$ cat src/hw/rtl/ntt_mac_pkg.sv
// Shared types and constants for the NTT-domain multiply-accumulate core.
// Used by every module in hw/rtl; depends on nothing.
package ntt_mac_pkg;

    localparam int POLY_DEGREE = 2048;
    localparam int MAX_MODULI  = 2;
    localparam int ACC_DEPTH   = POLY_DEGREE * MAX_MODULI;
    localparam int ADDR_W      = $clog2(ACC_DEPTH);
    localparam int DATA_W      = 61;
    localparam int SUM_W       = DATA_W + 1;
    localparam int WIDE_W      = DATA_W + 2;
    localparam int INDEX_W     = 12;
    localparam int CFG_IDX_W   = 1;
    localparam int CNT_W       = $clog2(SUM_W);
    localparam int STAGES      = 2 * DATA_W;

    typedef enum logic [CFG_IDX_W-1:0] {
        REG_MODULUS_ZERO = 1'b0,
        REG_MODULUS_ONE  = 1'b1
    } reg_index_t;

    typedef struct packed {
        logic [INDEX_W-1:0] index;
        logic               first;
        logic               last;
        logic               qz;
        logic [DATA_W-1:0]  q;
        logic [SUM_W-1:0]   q2;
        logic [DATA_W-1:0]  a;
        logic [DATA_W-1:0]  dsh;
        logic [DATA_W-1:0]  g0;
        logic [DATA_W-1:0]  g1;
        logic [DATA_W-1:0]  r0;
        logic [DATA_W-1:0]  r1;
    } item_t;

endpackage

$ cat src/hw/rtl/ntt_mac_red_stage.sv
// One pipeline stage of the digit reduction: one bit of the digit enters the remainder.
// Depends on ntt_mac_pkg.
module ntt_mac_red_stage (
    input  logic                clk,
    input  logic                rst_n,
    input  logic                advance,
    input  logic                in_valid,
    input  ntt_mac_pkg::item_t  in_item,
    output logic                out_valid,
    output ntt_mac_pkg::item_t  out_item
);
    import ntt_mac_pkg::*;

    logic             valid_reg;
    item_t            item_reg;
    item_t            item_next;
    logic [SUM_W-1:0] t;
    logic [SUM_W-1:0] qx;
    logic [SUM_W-1:0] t_red;

    always_comb
    begin
        qx    = {1'b0, in_item.q};
        t     = {in_item.a, in_item.dsh[DATA_W-1]};
        t_red = (t >= qx) ? (t - qx) : t;
        item_next     = in_item;
        item_next.a   = t_red[DATA_W-1:0];
        item_next.dsh = {in_item.dsh[DATA_W-2:0], 1'b0};
    end

    always_ff @(posedge clk or negedge rst_n)
    begin
        if (!rst_n)
        begin
            valid_reg <= 1'b0;
        end
        else if (advance)
        begin
            valid_reg <= in_valid;
        end
    end

    always_ff @(posedge clk)
    begin
        if (advance)
        begin
            item_reg <= item_next;
        end
    end

    assign out_valid = valid_reg;
    assign out_item  = item_reg;

endmodule

$ cat config.mk
export PLATFORM = sky130hd
export DESIGN_NAME = ntt_mac_red_stage
export DESIGN_NICKNAME = d
export VERILOG_FILES = /design/src/hw/rtl/ntt_mac_pkg.sv /design/src/hw/rtl/ntt_mac_red_stage.sv
export SDC_FILE = /design/constraint.sdc
export NUM_CORES = 1
export LEC_CHECK = 0
export BUFFER_PORTS_ARGS = -buffer_cell sky130_fd_sc_hd__buf_2
export CORE_AREA = 2 2 394 396
export DETAILED_ROUTE_END_ITERATION = 6
export DIE_AREA = 0 0 396 398
export GPL_ROUTABILITY_DRIVEN = 0
export SYNTH_ARGS = -nofsm -noshare
export SYNTH_HDL_FRONTEND = slang
export SYNTH_SLANG_ARGS = --single-unit
$ cat constraint.sdc
create_clock -name clk -period 2.43 [get_ports clk]
set_clock_uncertainty 0.15 [all_clocks]
set_input_delay 0.1215 -clock clk [delete_from_list [all_inputs] [get_ports clk]]
set_output_delay 0.1215 -clock clk [all_outputs]
set_load 0.02 [all_outputs]
; ---- Word level (Yosys, flattened, before mapping)
; Index checks and enable logic that the tools add are counted.
[classes]
add_sub_neg = 1
n_mul = 0
div_mod_pow = 0
magnitude_cmp = 1
eq_ne = 0
shift = 0
mux = 1
bitwise = 0
reduce_logical = 0
[ops]
columns = cell, count
row1 = $ge 62x61->1, 1
row2 = $mux 61, 1
row3 = $sub 61x61->61, 1
[word_totals]
register_bits = 504
latchBits = 0
mem_bits_rw = 0
romBits = 0
in_bits = 508
output_inout_bits = 505
word_cells = 16
mem_count = 0

; ---- Logic depth before layout (Yosys ltp)
; Gate-level depths: netlist of the first run.
[logic_depth]
word_depth = 2
mapped_depth = 15
ltp_nobuf = 13

; ---- Least setup slack after synthesis of the first run
; Ideal clock, no wire load.
[synth_path]
kind = input to register
from = input port in_item[304] in the netlist's numbering
to = register item_reg (netlist bit out_item[362]), data pin
setup_ns = 0.260
t_arrival_ns = 2.677
required_time_ns = 2.020
slack_ns = -0.657
cell_stages = 13
path_buffers = 1
cell_sequence = inv_1 > ha_1 > fa_1 > nand2b_1 > a211oi_1 > a211o_1 > a2111o_1 > nand2_2 > a31oi_4 > a31oi_4 > o31ai_4 > buf_6 > mux2_2
[synth_between]
elab_chain_len = 2
word_cells_on_any_way = 3
classes_between = 1 x add/sub / 1 x order compare / 1 x mux
[synth_rtl]
columns = element, line
row1 = "start, declared", ntt_mac_red_stage.sv:8  ; input ntt_mac_pkg::item_t in_item,
row2 = $sub 61x61->61 or $ge 62x61->1 (tied branches), ntt_mac_red_stage.sv:25  ; t_red = (t >= qx) ? (t - qx) : t;
row3 = $mux 61 *, ntt_mac_red_stage.sv:25
row4 = named net t_red[57], ntt_mac_red_stage.sv:19  ; logic [SUM_W-1:0] t_red;
row5 = "end signal, assigned", ntt_mac_red_stage.sv:47  ; item_reg <= item_next;
row6 = "end, declared", ntt_mac_red_stage.sv:15  ; item_t item_reg;
; The timed path passes the listed nets; every way through them passes the cells marked *.
; A chain may end at the register's enable or synchronous reset.

; ---- Worst setup path in the final report of the first run
[layout_path]
from = input port in_item[471] in the netlist's numbering
to = register item_reg (netlist bit out_item[365]), data pin
; Same word-level chain as after synthesis.

==> results of run 1 <==
routing by layer:
| layer | part of all wire (%) | vias to the layer above | global-route usage, % | routed length (um) |
|---|---|---|---|---|
| met5 | 0.12 | - | 0 | 164 |
| met4 | 5.2 | 26 | 7.16 | 7040 |
| met3 | 8.2 | 246 | 4.34 | 11000 |
| met2 | 49 | 1077 | 28.2 | 66100 |
| met1 | 37 | 10141 | 18.0 | 49900 |
| li1 | - | 9079 | - | - |
critical path: cells and delay by family:
kind,cells,cell delay (ns)
compound gates,2,0.16
mux,1,0.30
fa+ha+maj,1,0.32
buf+inv,6,1.01
simple gates,4,1.07
area by class of cell:
class / count / area, um2 / share of cell area (%)
Antenna cell: 28 / 70.1 / 0.169
Clock buffer: 65 / 1540 / 3.72
Clock inverter: 46 / 607 / 1.46
Inverter: 82 / 330 / 0.797
Multi-Input combinational cell: 619 / 5130 / 12.4
Sequential cell: 504 / 15100 / 36.5
Tap cell: 2044 / 2560 / 6.17
Timing Repair Buffer: 2150 / 16100 / 38.8
synth_stat cells, types with 4 or more instances:
master and instances:
nand4_1 16, nor3_1 9, o21ai_0 37, nand2b_1 7
nand2_1 61, buf_2 11, nor2_1 88, clkbuf_1 20
o21bai_1 7, mux2_4 10, or3_1 4, xnor2_1 29
o211ai_1 8, a31oi_1 7, nand3_1 18, a211oi_1 8
ha_1 61, xor2_1 27, a21oi_1 123, nor2b_1 10
inv_1 81, and2_1 4, o31ai_1 7, a21o_1 18
buf_6 7, edfxtp_1 503, o21a_1 4
final timing paths:
kind | depth (start not counted) | end | slack [ns]
setup / recovery | 14 | out_item[365] | -0.31
hold / removal | 1 | out_item[428] | -0.49
setup reg to reg | 1 | out_valid | 1.52
hold reg to reg | 1 | out_valid | 0.38
max in group asynchronous | 3 | out_valid | 1.86
min in group asynchronous | 3 | out_valid | 0.16
power groups by stage:
stage | Combinational (mW) | Sequential (mW) | Clock (mW)
global placement | 5.22 | 10.9 | 0
detailed placement | 5.24 | 10.9 | 0
global route | 7.12 | 10.8 | 10.5
finish | 6.78 | 10.8 | 9.94
floorplan | 1.20 | 11.9 | 0
CTS | 6.62 | 10.8 | 10.3
timing repair:
action                                 4_1_cts  5_1_grt
resized for setup                          141       68
pin swaps                                   19       13
gates cloned                                 5        2
endpoints found under the hold margin      790       27
setup buffers                               12        7
setup endpoints to repair                   61       61
hold buffers                               763       24
cells by family (layout without fill, tap and decap cells):
logic type	after synthesis	count (layout)	synth area share, %
AO/OA/AOI/OAI	256	256	8.17
XOR/XNOR	56	56	2.48
adder cells (fa/ha/maj)	62	62	3.96
buffers and inverters	122	2343	2.67
flip-flops	504	504	76.4
multiplexers	12	12	0.872
other	1	29	0.0189
AND/OR/NAND/NOR	232	232	5.39
metrics by stage:
step | std cells | utilization [%] | worst slack, ns
after CTS | 5479 | 26.6 | -0.213
final | 5538 | 27.0 | -0.309
after global placement | 4589 | 19.7 | -1.28
after detailed placement | 4589 | 19.7 | -1.24
after floorplan | 1245 | - | -0.453
after global routing | 5526 | 27.0 | -0.336
sequential cells by signal, indices dropped and copies added (netlist names):
signal / count
out_item: 503
out_valid: 1
==> results.py, run 1 <==
metrics = {
    "outcome": {
        "status": "complete, but fails checks",
        "violations": "hold timing, setup timing",
    },
    "timing": {
        "fmax_ghz": 0.365,
        "setup_violations": 61,
        "slew_viol_final": 0,
        "finalSetupTns_ns": -10.88,
        "period_needed_ns": 2.74,
        "rsz0062_at_grt": "true",
        "min_period_over_period_pct": 113,
        "layout_setup_ws_ns": -0.309,
        "hold_violations": 7,
        "hold_slack_ns": -0.494,
    },
    "clocking": {
        "clockBufferDepth": 3,
        "cts_tree": "done",
        "cts_htree_levels": 2,
        "insertion_delay_ns": 0.67,
        "cts-root-buf": "clkbuf_16",
        "numCtsBuffers": 61,
        "cts.clk_slew.worst_paths_ns": 0.07,
        "clkSinkCount": 504,
    },
    "pwr": {
        "power_mw": 27.5,
        "p_per_area_mw_per_mm2": 663,
        "leakagePower_nw": 17.4,
        "ir_drop_v": 0.000583,
        "switching_share_pct": 29.8,
        "internal_power_mw": 19.3,
        "p_comb_share_pct": 24.7,
        "p_sw_mw": 8.18,
        "p_seq_share_pct": 39.2,
        "p_clk_share_pct": 36.1,
    },
    "placement": {
        "place_area_mm2": 0.0302,
        "port_buffers": 1011,
        "place_hpwl_mm": 106,
    },
    "layout": {
        "layout-drive-gt1-share_pct": 48.1,
        "final_common_cell": "buf_2",
        "area_growth_pct": 109,
        "final_area_mm2": 0.0415,
        "layout_common_cells": "buf_2 (1004), dlygate4sd3_1 (787), edfxtp_1 (503)",
        "fillCellCount": 15720,
        "fin_nets": 3988,
    },
    "floorplanning": {
        "die-area_mm2": 0.158,
        "die_w_um": 396,
        "start_util_pct": 12.9,
        "coreArea_mm2": 0.153,
        "num_io_pins": 1013,
        "num_rows": 144,
        "die_h_um": 398,
    },
    "synthesis": {
        "ys_types": 69,
        "synth_ff_type": "edfxtp_1",
        "avgSynthCellArea_um2": 15.9,
        "synth_edf_count": 503,
        "ys_warn_count": 0,
        "ys_ff_latch": 504,
        "synth_top_area_cell": "edfxtp_1",
        "synth_cells": 1245,
        "netlist_area_mm2": 0.0198,
        "ys_top_cells_by_area": "edfxtp_1 (76%), ha_1 (3.9%), a21oi_1 (3.1%), nor2_1 (1.7%), inv_1 (1.5%)",
        "synth_top_cell_area_share_pct": 76.3,
        "ys_seq_area_share_pct": 76.4,
        "syn_nets": 1815,
        "async_reset_ff_share_pct": 0.198,
    },
    "worst_setup_path": {
        "cp_max_fo": 5,
        "cp_data_arrival_time_ns": 2.99,
        "cp_slowest_stage_delay_ns": 0.44,
        "r2r-start": "out_valid",
        "startpoint": "in_item[471]",
        "crit_slowest_cell": "nor4_2",
        "end_kind": "flop",
        "worst_setup_path_start_kind": "input pin",
        "cp.required_ns": 2.68,
        "cp_cell_sequence": "buf_2, inv_1, ha_1, nand4_1, nor4_2, buf_4, nand4b_1, nor4_2, a2111oi_1, buf_4, o31ai_4, buf_6, clkbuf_16, mux2_4",
        "crit_type": "in -> reg",
    },
    "global_routing": {
        "antenna_found_initial": 85,
        "grt_first_pass_wirelength_mm": 173,
        "grt_max_degree": 79,
        "overflow": 0,
        "grt_usage_pct": 16.0,
        "grt_pass1_vias": 20818,
    },
    "detailed_routing": {
        "wl_per_cell_um": 24.2,
        "vias": 20569,
        "route.detailed.drc": 0,
        "antenna_left": 0,
        "wirelength_mm": 134,
        "drt_iter0_markers": 1479,
        "dr.pass1.iters": 5,
        "vias_per_cell": 3.71,
    },
    "worst_hold_path": {
        "holdCritStartpoint": "in_item[428]",
        "hp-class": "in -> reg",
    },
    "job": {
        "cap_violations": 0,
    },
}
(Power assumes the default switching activity.)
==> run 2, diff against run 1 <==
--- a/config.mk
+++ b/config.mk
@@ -6,10 +6,13 @@
 export NUM_CORES = 1
 export LEC_CHECK = 0
 export BUFFER_PORTS_ARGS = -buffer_cell sky130_fd_sc_hd__buf_2
-export CORE_AREA = 2 2 394 396
+export CELL_PAD_IN_SITES_DETAIL_PLACEMENT = 0
+export CELL_PAD_IN_SITES_GLOBAL_PLACEMENT = 1
+export CORE_AREA = 2 2 392 394
 export DETAILED_ROUTE_END_ITERATION = 6
-export DIE_AREA = 0 0 396 398
+export DIE_AREA = 0 0 394 396
 export GPL_ROUTABILITY_DRIVEN = 0
+export PLACE_DENSITY_LB_ADDON = 0.1
 export SYNTH_ARGS = -nofsm -noshare
 export SYNTH_HDL_FRONTEND = slang
 export SYNTH_SLANG_ARGS = --single-unit
==> run 2 against run 1 <==
  * The run still ends with hold timing, setup timing left
  * Clock-buffer cell count up 11
  * Die area decreased by 1.0%
  * Largest cell class unchanged
  * First-iteration DRC count fell by 38%
  * Core utilization increased by 0.52 points
  * Register-to-register slack worse by 0.53 ns
  * Critical path type unchanged
  * Largest power group unchanged
  * Hold slack improved by 0.019 ns
==> results.py, run 2 (synthesized netlist as in run 1, its figures left out) <==
metrics = {
    "global_routing": {
        "grt_usage_pct": 16.2,
        "grt_max_degree": 78,
        "overflow": 0,
        "grt_first_pass_wirelength_mm": 175,
        "antenna_found_initial": 84,
        "grt_pass1_vias": 21430,
    },
    "timing": {
        "slew_viol_final": 0,
        "fmax_ghz": 0.379,
        "min_period_over_period_pct": 109,
        "hold_violations": 7,
        "layout_setup_ws_ns": -0.211,
        "rsz0062_at_grt": "true",
        "setup_violations": 61,
        "period_needed_ns": 2.64,
        "hold_slack_ns": -0.475,
        "slew_headroom_pct": 53.7,
        "worstMarginPinSlew_ns": 0.688,
        "finalSetupTns_ns": -4.83,
    },
    "worst_setup_path": {
        "r2r-end": "out_valid",
        "end_kind": "flop",
        "r2r_slack_ns": 0.99,
        "r2r-start": "out_valid",
        "reg2regPathDepth": 2,
        "cp_slowest_stage_delay_ns": 0.34,
        "cp-endpoint": "out_item[310]",
        "worst_setup_path_start_kind": "input pin",
        "cp_max_fo": 5,
        "cp_cell_sequence": "buf_8, inv_8, ha_4, fa_2, nand2b_4, a211oi_4, a211o_1, a2111o_1, nand2_2, a31oi_4, a31oi_4, o31ai_4, buf_6, buf_12, mux2_4",
        "crit_path_frequent_cell": "a31oi_4",
        "startpoint": "in_item[304]",
        "crit_slowest_cell": "fa_2",
        "cp_data_arrival_time_ns": 2.86,
        "cp.required_ns": 2.65,
        "crit_type": "in -> reg",
    },
    "pwr": {
        "ir_drop_v": 0.000452,
        "leakagePower_nw": 17.6,
        "p_per_area_mw_per_mm2": 667,
    },
    "placement": {
        "place_hpwl_mm": 105,
        "port_buffers": 1011,
        "place_area_mm2": 0.0300,
    },
    "floorplanning": {
        "die-area_mm2": 0.156,
        "num_rows": 143,
        "die_w_um": 394,
        "num_io_pins": 1013,
        "start_util_pct": 13.1,
        "die_h_um": 396,
        "coreArea_mm2": 0.152,
    },
    "clocking": {
        "numCtsBuffers": 69,
        "cts_htree_levels": 3,
        "cts.clk_slew.worst_paths_ns": 0.06,
        "insertion_delay_ns": 0.65,
        "clkSinkCount": 504,
        "clockBufferDepth": 3,
        "cts-root-buf": "clkbuf_16",
        "cts_tree": "done",
    },
    "detailed_routing": {
        "vias": 19996,
        "route.detailed.drc": 0,
        "wirelength_mm": 131,
        "dr.pass1.iters": 4,
        "drt_iter0_markers": 921,
        "antenna_left": 0,
        "wl_per_cell_um": 23.5,
        "vias_per_cell": 3.60,
    },
    "layout": {
        "final_area_mm2": 0.0418,
        "largest_register_ffs": 503,
        "layout-drive-gt1-share_pct": 47.3,
        "regArea_mm2": 0.0151,
        "area_growth_pct": 111,
        "final_common_cell": "buf_2",
        "layout_common_cells": "buf_2 (1005), dlygate4sd3_1 (811), edfxtp_1 (503)",
        "fin_nets": 4022,
        "multi_input_comb_area_mm2": 0.00513,
        "fin_util_pct": 27.6,
        "fillCellCount": 16010,
    },
    "worst_hold_path": {
        "hp-class": "in -> reg",
    },
    "outcome": {
        "violations": "hold timing, setup timing",
        "status": "complete, but fails checks",
    },
    "job": {
        "cap_violations": 0,
    },
}
==> run 2: cell types whose count changed in the layout (fill, tap and decap cells not counted), sizes merged <==
cell | before | now
inv | 86 | 83
clkinv | 23 | 40
buf | 1361 | 1362
clkinvlp | 8 | 2
clkbuf | 67 | 79
dlygate4sd3 | 787 | 811
diode | 28 | 21
bufinv | 11 | 7
==> run 2: worst min-delay path by stage <==
| stage | depth (start not counted) | slack (ns) | start | to |
|---|---|---|---|---|
| after detailed placement | 1 | -0.24 | rst_n | out_valid |
| final | 1 | -0.47 | in_item[428] | out_item[428] |
| after CTS | 1 | -0.58 | in_item[442] | out_item[442] |
| after global placement | 1 | -0.24 | rst_n | out_valid |
| after floorplan | 0 | -0.32 | rst_n | out_valid |
| after global routing | 1 | -0.54 | in_item[428] | out_item[428] |
==> run 2: repair_timing <==
action | CTS | global route
pin swaps | 19 | 30
hold endpoints to repair | 664 | 21
gates cloned | 6 | 2
gates resized for setup | 85 | 104
endpoints found under the setup margin | 61 | 61
setup buffers | 18 | 11
hold buffers | 793 | 18
==> run 2: per-layer routing <==
| layer | vias to the layer above | share of wire [%] | track usage [%] |
|---|---|---|---|
| met3 | 180 | 7.7 | 5.88 |
| met4 | 44 | 2.7 | 4.41 |
| li1 | 9153 | - | - |
| met1 | 9909 | 37 | 17.3 |
| met2 | 710 | 52 | 29.7 |
| met5 | - | 0.21 | 0 |
==> run 2: power by group <==
group          total, mW  internal (mW)  switching [mW]
clock               10.5           6.03            4.47
combinational       6.65           3.02            3.63
sequential          10.7           10.5           0.239
total               27.9           19.5            8.34
==> run 2: area by class of cell <==
cell class	count	share of cell area (%)
timing repair buffer	2176	39.0
clock buffer	76	4.20
inverter	82	0.785
clock inverter	50	1.32
tap	2030	6.08
antenna	21	0.126
sequential	504	36.2
multi-input combinational	619	12.3
==> run 2: critical path: cells and delay by family <==
kind / cells / cell delay [ns]
compound gates: 6 / 1.22
fa+ha+maj: 2 / 0.48
buf+inv: 4 / 0.45
simple gates: 2 / 0.27
mux: 1 / 0.30
==> run 2: per-stage QoR <==
step / cells / power, mW / setup slack (ns)
floorplan: 1245 / 13.1 / -0.453
global placement: 4567 / 16.1 / -1.43
detailed placement: 4567 / 16.1 / -1.43
CTS: 5510 / 28.3 / -0.260
global route: 5543 / 29.1 / -0.287
finish: 5558 / 27.9 / -0.211
==> run 3, diff against run 2 <==
--- a/config.mk
+++ b/config.mk
@@ -13,6 +13,7 @@
 export DIE_AREA = 0 0 394 396
 export GPL_ROUTABILITY_DRIVEN = 0
 export PLACE_DENSITY_LB_ADDON = 0.1
+export SETUP_SLACK_MARGIN = 0.5
 export SYNTH_ARGS = -nofsm -noshare
 export SYNTH_HDL_FRONTEND = slang
 export SYNTH_SLANG_ARGS = --single-unit
==> run 3 against run 2 <==
  * The flow still finishes with violations (hold timing, setup timing)
  * Final cell count hardly changed
  * Non-clock buffer count up 1
  * Total power is essentially flat
  * Register-to-register slack barely moved
  * Via count is 0.19% higher
  * Sequential power barely moved
  * Cell area increased by 0.19%
  * Clock power is essentially flat
  * Global-route usage about the same
  * Critical path depth stayed put
  * Setup slack worse by 0.0029 ns
  * Critical path type unchanged
  * Largest cell class unchanged
  * Largest power group unchanged
==> results.py, run 3 (synthesized netlist as in run 1, its figures left out) <==
metrics = {
    "worst_setup_path": {
        "crit_path_frequent_cell": "a31oi_4",
        "end_kind": "flop",
        "crit_type": "in -> reg",
        "cp_top_family": "compound AO/OA/AOI/OAI gates",
        "r2r-end": "out_valid",
        "worst_setup_path_start_kind": "input pin",
        "crit_slowest_cell": "fa_2",
        "cp_max_fo": 5,
        "r2r_slack_ns": 0.99,
        "cp_cell_sequence": "buf_8, inv_8, ha_4, fa_2, nand2b_4, a211oi_4, a211o_1, a2111o_1, nand2_2, a31oi_4, a31oi_4, o31ai_4, buf_6, buf_12, mux2_4",
        "cp_slowest_stage_delay_ns": 0.34,
        "r2r-start": "out_valid",
        "cp_num_cells": 15,
        "crit_buf_inv": 4,
        "cp.required_ns": 2.66,
        "reg2regPathDepth": 2,
        "cp_data_arrival_time_ns": 2.87,
    },
    "global_routing": {
        "overflow": 0,
        "grt_max_degree": 78,
        "grt_first_pass_wirelength_mm": 176,
        "grt_pass1_vias": 21441,
        "antenna_found_initial": 85,
        "grt_usage_pct": 16.2,
    },
    "pwr": {
        "ir_drop_v": 0.000453,
        "p_per_area_mw_per_mm2": 667,
        "leakagePower_nw": 17.6,
        "p_clk_share_pct": 37.7,
        "p_comb_share_pct": 23.9,
        "power_mw": 27.9,
        "p_sw_mw": 8.35,
        "internal_power_mw": 19.5,
        "p_seq_share_pct": 38.4,
        "switching_share_pct": 29.9,
    },
    "floorplanning": {
        "die_w_um": 394,
        "start_util_pct": 13.1,
        "num_io_pins": 1013,
        "die_h_um": 396,
        "coreArea_mm2": 0.152,
        "die-area_mm2": 0.156,
        "num_rows": 143,
    },
    "detailed_routing": {
        "vias_per_cell": 3.61,
        "dr.pass1.iters": 5,
        "route.detailed.drc": 0,
        "vias": 20033,
        "antenna_left": 0,
        "drt_iter0_markers": 867,
        "wl_per_cell_um": 23.5,
        "wirelength_mm": 131,
    },
    "layout": {
        "layout_common_cells": "buf_2 (998), dlygate4sd3_1 (809), edfxtp_1 (503)",
        "largest_register_ffs": 503,
        "regArea_mm2": 0.0151,
        "finalNonFillerCells": 5557,
        "fin_nets": 4023,
        "final_common_cell": "buf_2",
        "fillCellCount": 16015,
        "multi_input_comb_area_mm2": 0.00509,
        "area_growth_pct": 111,
        "final_area_mm2": 0.0418,
        "layout-drive-gt1-share_pct": 47.2,
    },
    "placement": {
        "place_hpwl_mm": 105,
        "place_area_mm2": 0.0300,
        "port_buffers": 1011,
        "dp_cells": 4567,
    },
    "timing": {
        "slew_headroom_pct": 56.4,
        "layout_setup_ws_ns": -0.213,
        "hold_slack_ns": -0.475,
        "fmax_ghz": 0.378,
        "min_period_over_period_pct": 109,
        "hold_violations": 8,
        "slew_viol_final": 0,
        "rsz0062_at_grt": "true",
        "worstMarginPinSlew_ns": 0.649,
        "period_needed_ns": 2.64,
        "setup_violations": 60,
    },
    "worst_hold_path": {
        "whs_path_depth": 1,
        "holdCritStartpoint": "in_item[428]",
        "hold_path_end": "out_item[428]",
        "hp-class": "in -> reg",
    },
    "clocking": {
        "cts_htree_levels": 3,
        "insertion_delay_ns": 0.65,
        "cts-root-buf": "clkbuf_16",
        "clkSinkCount": 504,
        "cts_tree": "done",
        "numCtsBuffers": 69,
        "clockBufferDepth": 3,
        "cts.clk_slew.worst_paths_ns": 0.06,
    },
    "outcome": {
        "status": "complete, but fails checks",
        "violations": "hold timing, setup timing",
    },
    "job": {
        "cap_violations": 0,
    },
}
==> run 3: how the worst max path moves through the flow <==
| stage | slack [ns] | end | from |
|---|---|---|---|
| floorplan | -0.45 | out_item[310] | in_item[304] |
| global placement | -1.43 | out_item[323] | in_item[470] |
| detailed placement | -1.43 | out_item[344] | in_item[470] |
| CTS | -0.26 | out_item[310] | in_item[304] |
| global route | -0.29 | out_item[358] | in_item[304] |
| finish | -0.21 | out_item[310] | in_item[304] |
==> run 3: timing repair <==
item,CTS,global route
endpoints found under the setup margin,61,61
resized for setup,90,117
hold buffers,793,16
pin swaps,20,35
endpoints found under the hold margin,664,21
cloned,6,1
setup buffers,18,11
==> run 3: area by class of cell <==
| cell class | instances | share of cell area (%) |
|---|---|---|
| clock buffer | 76 | 4.19 |
| multi-input combinational | 619 | 12.2 |
| sequential | 504 | 36.2 |
| antenna | 19 | 0.114 |
| clock inverter | 50 | 1.32 |
| inverter | 82 | 0.820 |
| timing repair buffer | 2177 | 39.1 |
| tap | 2030 | 6.07 |
==> run 3: per-stage QoR <==
step                setup TNS, ns  utilization (%)  worst slack, ns
finish                      -5.63             27.6           -0.213
floorplan                  -22.85                -           -0.453
CTS                         -8.68             27.1           -0.260
global route               -11.50             27.6           -0.294
global placement           -77.19             19.8            -1.43
detailed placement         -77.09             19.8            -1.43
==> run 3: power by group through the flow <==
stage | combinational (mW) | sequential (mW) | clock (mW)
detailed placement | 5.20 | 10.9 | 0
global route | 7.10 | 10.8 | 11.2
global placement | 5.24 | 10.9 | 0
finish | 6.67 | 10.7 | 10.5
CTS | 6.63 | 10.7 | 11.0
floorplan | 1.20 | 11.9 | 0
==> run 3: routing by layer <==
layer  track usage, %  routed length [um]  part of all wire, %  up-vias
met5                0                 272                 0.21        -
met4             4.41                3590                  2.7       44
met3             5.88               10100                  7.8      188
met2             29.8               68100                   52      728
met1             17.3               48400                   37     9923
li1                 -                   -                    -     9150
